===== src/rtl/rmt_pkg.sv =====
// Package for the reverse map table: shared constants, status codes and the
// controller to datapath command and status structs. No dependencies.
`timescale 1ns / 1ps
package rmt_pkg;
	localparam int BUCKETS_DEF = 1024;
	localparam int WAYS_DEF = 16;
	localparam int PAGE_BYTES_DEF = 64;
	localparam int MAP_BYTES_DEF = 64;
	localparam int ADDR_W = 48;
	localparam int SLOT_W = 9;
	localparam int KIND_W = 2;
	localparam int STATUS_W = 3;

	localparam logic [STATUS_W-1:0] ST_INSTALLED = 3'd0;
	localparam logic [STATUS_W-1:0] ST_DUPLICATE = 3'd1;
	localparam logic [STATUS_W-1:0] ST_FULL = 3'd2;
	localparam logic [STATUS_W-1:0] ST_WHACK_PTE = 3'd3;
	localparam logic [STATUS_W-1:0] ST_WHACK_PROC = 3'd4;
	localparam logic [STATUS_W-1:0] ST_NONE = 3'd5;

	localparam logic [KIND_W-1:0] KIND_EMPTY = 2'd0;
	localparam logic [KIND_W-1:0] KIND_PAGE = 2'd1;
	localparam logic [KIND_W-1:0] KIND_MAP = 2'd2;
	localparam logic [KIND_W-1:0] KIND_PROC = 2'd3;

	typedef struct packed {
		logic clr_step;
		logic load;
		logic index_sel;
		logic read;
		logic eval;
		logic write_install;
		logic write_clear;
		logic emit_whack;
		logic emit_simple;
		logic [STATUS_W-1:0] simple_status;
	} rmt_cmd_t;

	typedef struct packed {
		logic clr_done;
		logic way_last;
		logic hit_dup;
		logic hit_empty;
		logic hit_whack;
		logic found_empty;
		logic any_whack;
		logic is_install;
		logic kind_zero;
	} rmt_stat_t;
endpackage


===== src/rtl/rmt_ctrl.sv =====
// Controller of the reverse map table: sequences the clearing pass and the
// per-way scan of one bucket. Depends on rmt_pkg.
`timescale 1ns / 1ps
module rmt_ctrl (
	input logic clk,
	input logic arst_n,
	input logic start,
	output logic busy,
	output rmt_pkg::rmt_cmd_t cmd,
	input rmt_pkg::rmt_stat_t stat,
	output logic last_fix
);
	localparam logic [2:0] S_CLEAR = 3'd0;
	localparam logic [2:0] S_IDLE = 3'd1;
	localparam logic [2:0] S_HASH = 3'd2;
	localparam logic [2:0] S_READ = 3'd3;
	localparam logic [2:0] S_EVAL = 3'd4;
	localparam logic [2:0] S_FINISH = 3'd5;

	logic [2:0] state_q;
	logic [2:0] state_d;
	logic pend_q;
	logic pend_d;

	assign busy = (state_q != S_IDLE);

	always_comb begin
		cmd = '0;
		state_d = state_q;
		pend_d = pend_q;
		last_fix = 1'b0;
		unique case (state_q)
			S_CLEAR: begin
				cmd.clr_step = 1'b1;
				if (stat.clr_done) begin
					state_d = S_IDLE;
				end
			end
			S_IDLE: begin
				if (start) begin
					cmd.load = 1'b1;
					state_d = S_HASH;
				end
			end
			S_HASH: begin
				cmd.index_sel = 1'b1;
				pend_d = 1'b0;
				if (stat.is_install && stat.kind_zero) begin
					cmd.emit_simple = 1'b1;
					cmd.simple_status = rmt_pkg::ST_NONE;
					state_d = S_IDLE;
				end else begin
					state_d = S_READ;
				end
			end
			S_READ: begin
				cmd.read = 1'b1;
				state_d = S_EVAL;
			end
			S_EVAL: begin
				cmd.eval = 1'b1;
				if (stat.is_install) begin
					if (stat.hit_dup) begin
						cmd.emit_simple = 1'b1;
						cmd.simple_status = rmt_pkg::ST_DUPLICATE;
						state_d = S_IDLE;
					end else if (stat.way_last) begin
						state_d = S_FINISH;
					end else begin
						state_d = S_READ;
					end
				end else begin
					if (stat.hit_whack) begin
						cmd.write_clear = 1'b1;
						cmd.emit_whack = 1'b1;
						pend_d = 1'b1;
					end
					if (stat.way_last) begin
						state_d = S_FINISH;
					end else begin
						state_d = S_READ;
					end
				end
			end
			S_FINISH: begin
				if (stat.is_install) begin
					cmd.emit_simple = 1'b1;
					if (stat.found_empty) begin
						cmd.write_install = 1'b1;
						cmd.simple_status = rmt_pkg::ST_INSTALLED;
					end else begin
						cmd.simple_status = rmt_pkg::ST_FULL;
					end
				end else if (!stat.any_whack) begin
					cmd.emit_simple = 1'b1;
					cmd.simple_status = rmt_pkg::ST_NONE;
				end
				state_d = S_IDLE;
			end
			default: begin
				state_d = S_IDLE;
			end
		endcase
		if (state_q == S_EVAL && !stat.is_install && stat.way_last && pend_q
			&& !stat.hit_whack) begin
			last_fix = 1'b1;
		end
	end

	always_ff @(posedge clk or negedge arst_n) begin
		if (!arst_n) begin
			state_q <= S_CLEAR;
			pend_q <= 1'b0;
		end else begin
			state_q <= state_d;
			pend_q <= pend_d;
		end
	end
endmodule


===== config.mk =====
export PLATFORM = sky130hd
export DESIGN_NAME = rmt_ctrl
export DESIGN_NICKNAME = d
export VERILOG_FILES = /design/src/rtl/rmt_pkg.sv /design/src/rtl/rmt_ctrl.sv
export SDC_FILE = /design/constraint.sdc
export NUM_CORES = 1
export LEC_CHECK = 0
export BUFFER_PORTS_ARGS = -buffer_cell sky130_fd_sc_hd__buf_2
export CORE_AREA = 2 2 39 41
export DETAILED_ROUTE_END_ITERATION = 7
export DIE_AREA = 0 0 41 43
export PLACE_DENSITY = 0.64
export SLEW_MARGIN = 15
export SYNTH_ARGS = -nofsm -noshare
export SYNTH_HDL_FRONTEND = slang
export SYNTH_SLANG_ARGS = --single-unit

===== constraint.sdc =====
create_clock -name clk -period 1.8 [get_ports clk]
set_clock_uncertainty 0.2 [all_clocks]
set_input_delay 0.18 -clock clk [delete_from_list [all_inputs] [get_ports clk]]
set_output_delay 0.18 -clock clk [all_outputs]
set_load 0.005 [all_outputs]

# After elaboration in Yosys (flattened, before gate mapping)
# Index checks and enable logic that the tools add are counted.
# word_totals
mem_count	0
latchBits	0
romBits	0
reg_bits	4
ram_bits	0
# classes
multipliers	0
n_div	0
bitwise	0
eq_ne	10
shift	0
n_reduce_logical	11
add_sub_neg	0
magnitude_cmp	0
mux	30
# op_table
op	count
$mux 4	5
$mux 3	5
$pmux 3 s5	1
$mux 1	12
$pmux 4 s3	1
$mux 2	5
$ne 2x2->1 const B	4
$eq 3x2->1 const B	2
$eq 3x3->1 const B	2
$logic_and 1x1->1	5
$eq 3x1->1 const B	1
$logic_not 3->1	1
$ne 3x1->1 const B	1
$reduce_and 3->1	1
$logic_not 1->1	2
$pmux 1 s2	1
$reduce_and 2->1	1
$reduce_bool 2->1	1

# Logic depth before layout (Yosys ltp)
# depth
ltp_word	6
ltp_mapped	4

# Worst setup path before layout
# Ideal clock, no wire load.
# synth_timing
kind	register to output
start	register state_q[0]
end	output cmd[5] (netlist name)
stages_incl_launch_ff	5
path_slack_ns	0.326
t_arrival_ns	1.094
path_buffers	2
path_cell_list	dfrtp_1 buf_4 nor3b_4 and3_1 buf_4
# synth_lines
element	line_no	source
from (decl)	rmt_ctrl.sv:20	logic [2:0] state_q;
from (signal assigned)	rmt_ctrl.sv:115	state_q <= state_d;
to (decl)	rmt_ctrl.sv:9	output rmt_pkg::rmt_cmd_t cmd,

==> impl_metrics.csv <==
group,metric,value,unit
run_status,status,"finished, violations left",
run_status,failed_checks,"negative setup slack",
yosys,synthCells,46,
drt,drc,0,
clock_network,htreeDepth,1,
setup_path,r2r_end,"state_q[1]",
min_path,hold_depth,4,
setup_path,critPathArrivalTime,1460,ps
power,internal_power,0.479,mW
drt,wl_per_cell,11.6,um
setup_path,critPathLaunchType,"register",
yosys,yosysSeqAreaShare,28.5,%
power,power.leakage,0.324,nW
yosys,synth_area_leaders,"dfrtp_1 (28%), nand2_1 (8.5%), buf_4 (6.4%)",
setup_path,r2r_slack,400,ps
min_path,hold_path_end,"state_q[0]",
placement,place_ws,193,ps
clock_network,clk_path_buf_depth,2,
power,total_power,0.781,mW
sta,period_needed,1840,ps
sta,slew_viol_final,0,
clock_network,clk_latency,240,ps
yosys,yosysTopAreaCell,"dfrtp_1",
grt,grt_start_max_net_pins,10,
floorplanning,io_pins,26,
sta,maxSlewHeadroom,79.8,%
setup_path,worstPathRequired,1420,ps
yosys,yosysWarnings,0,
yosys,ys_seq_elements,4,
cells_and_area,fin_nets,93,
setup_path,crit_type,"register to primary output",
yosys,synth.top_cell.area_share,28.5,%
floorplanning,die_x,41,um
power,switching_share,38.7,%
sta,fin_crit_sh,102,%
sta,layout_setup_ws,-38.2,ps
yosys,synthTopCellsByCount,"nand2_1 (8), dfrtp_1 (4)",
sta,rsz0062_at_grt,"true",
sta,hold_viol_final,0,
yosys,syn_nets,58,
drt,first_iter_violations,2,
floorplanning,die_h,43,um
drt,firstDrtPassIters,4,
floorplanning,core_area,1380,um^2
floorplanning,die-area,1760,um^2
grt,grt_pass1_vias,341,
setup_path,critPathCaptureType,"primary output",
yosys,ys_async_sr_fraction,100,%
power,p_sw,0.302,mW
floorplanning,rows,14,
setup_path,reg2reg_depth,4,
yosys,syn_area,352,um^2
job,cap_violations,0,
floorplanning,initial_utilization,25.4,%
yosys,ys_types,23,
grt,grt_usage,11.7,%
yosys,syn_avg_cell_area,7.64,um^2
drt,drt_wl_total,1.10,mm
clock_network,cts_tree,"done",
grt,grt_pass1_wl,1.39,mm
yosys,synth_most_common_cell,"nand2_1",
sta,max_freq,544,MHz
placement,gp_congestion,0.746,
sta,setup_viol,1,
placement,dp_hpwl,685,um
power,clock_power_share,14.5,%
drt,ant_nets,0,
placement,io_buffers,24,
grt,antenna_found_initial,0,
setup_path,r2r-start,"state_q[1]",
cells_and_area,area_delta_synth_final,71.9,%
min_path,min_path_type,"input port to register",
sta,tightest_slew,302,ps
power,ir_drop,608,uV
cells_and_area,drive_above_1_share,58.2,%
min_path,worstHoldStart,"start",
drt,avgViaCountPerCell,4.81,
clock_network,cts-root-buf,"clkbuf_4",
clock_network,cts_buffers,3,
drt,vias,457,
clock_network,clock-sinks,4,
power,power_density,1290,nW/um^2
cells_and_area,n_antenna_cell,0,
yosys,synthFlopType,"dfrtp_1",
power,share_seq_of_total_power,24.9,%
yosys,synth-edff-count,0,
setup_path,crit_fanout,7,
grt,overflow,0,
power,p_comb_share,60.6,%
clock_network,cts.reportedPaths.clkPinSlew,40,ps
-- power groups by stage --
stage | logic, mW | registers, mW | clock network (mW)
detailed placement | 0.305 | 0.207 | 0
finish | 0.473 | 0.195 | 0.113
floorplan | 0.268 | 0.153 | 0
global placement | 0.305 | 0.207 | 0
CTS | 0.318 | 0.217 | 0.116
global route | 0.516 | 0.199 | 0.124
-- registers in the layout, indices dropped and copies added (netlist names) --
signal,count
state_q,3
pend_q,1
-- through the flow --
| stage | utilization, % | setup TNS (ps) | std cells | area [um^2] | hold slack, ps |
|---|---|---|---|---|---|
| floorplan | - | 0 | 46 | 352 | -316 |
| global placement | 33.3 | 0 | 82 | 460 | -214 |
| detailed placement | 33.3 | 0 | 82 | 460 | -212 |
| CTS | 37.8 | 0 | 88 | 523 | 56.4 |
| global route | 43.7 | -238 | 95 | 604 | 78.5 |
| finish | 43.7 | -38.2 | 95 | 604 | 59.3 |
-- what timing repair did --
item / CTS / global route
buffers inserted: 0 / 7
hold buffers: 3 / 0
resized for setup: 5 / 5
pin swaps: 1 / 6
setup endpoints to repair: 4 / 5
hold endpoints to repair: 6 / 0
-- cell type report --
type | instances | area [um^2]
repair buffers | 35 | 210
multi-input cells | 34 | 236
clock buffers | 3 | 22.5
well taps | 16 | 20.0
inverters | 3 | 11.3
flip-flops and latches | 4 | 104
fillers | 145 | 779
-- worst max-delay path, stage by stage, from the launching register on --
cell,delay [ps]
dfrtp_2,440
nor3b_4,330
nand3_1,170
o311ai_2,120
buf_2,170
-- worst max path at each step --
| stage | startpoint | endpoint | slack (ps) | depth (start not counted) |
|---|---|---|---|---|
| 2_1_floorplan | state_q[0] | cmd[5] | 330 | 4 |
| 3_3_place_gp | state_q[1] | cmd[0] | 200 | 4 |
| 3_5_place_dp | state_q[1] | cmd[0] | 190 | 4 |
| 4_1_cts | state_q[1] | cmd[0] | 0.6 | 4 |
| 5_1_grt | state_q[0] | cmd[0] | -120 | 4 |
| 6_report | state_q[0] | cmd[0] | -40 | 4 |
-- per-layer routing --
layer / track usage [%] / wire length [um] / vias to the layer above
met3: 4.71 / 59 / 0
met4: 6.00 / 0 / 0
met5: 0 / 0 / -
met1: 15.3 / 461 / 209
li1: - / - / 229
met2: 15.9 / 582 / 19
-- layout by cell type, fill, tap and decap left out, types with 2 or more instances in the layout --
cell type and count:
inv_1 3, clkbuf_4 3, o21ai_0 2, nand3_1 2, buf_4 8, dfrtp_2 3, nor2_1 3, dlygate4sd3_1 3
nand2_1 8, buf_2 24, nor3b_4 2, and3_1 3
-- logic make-up (layout without fill, tap and decap cells) --
| family | after synthesis | after routing | synth area share [%] |
|---|---|---|---|
| flops | 4 | 4 | 28.5 |
| simple gates | 23 | 23 | 35.6 |
| compound gates | 11 | 11 | 21.7 |
| buf+inv | 8 | 41 | 14.2 |
No activity file was read; power rests on OpenSTA's default activity.
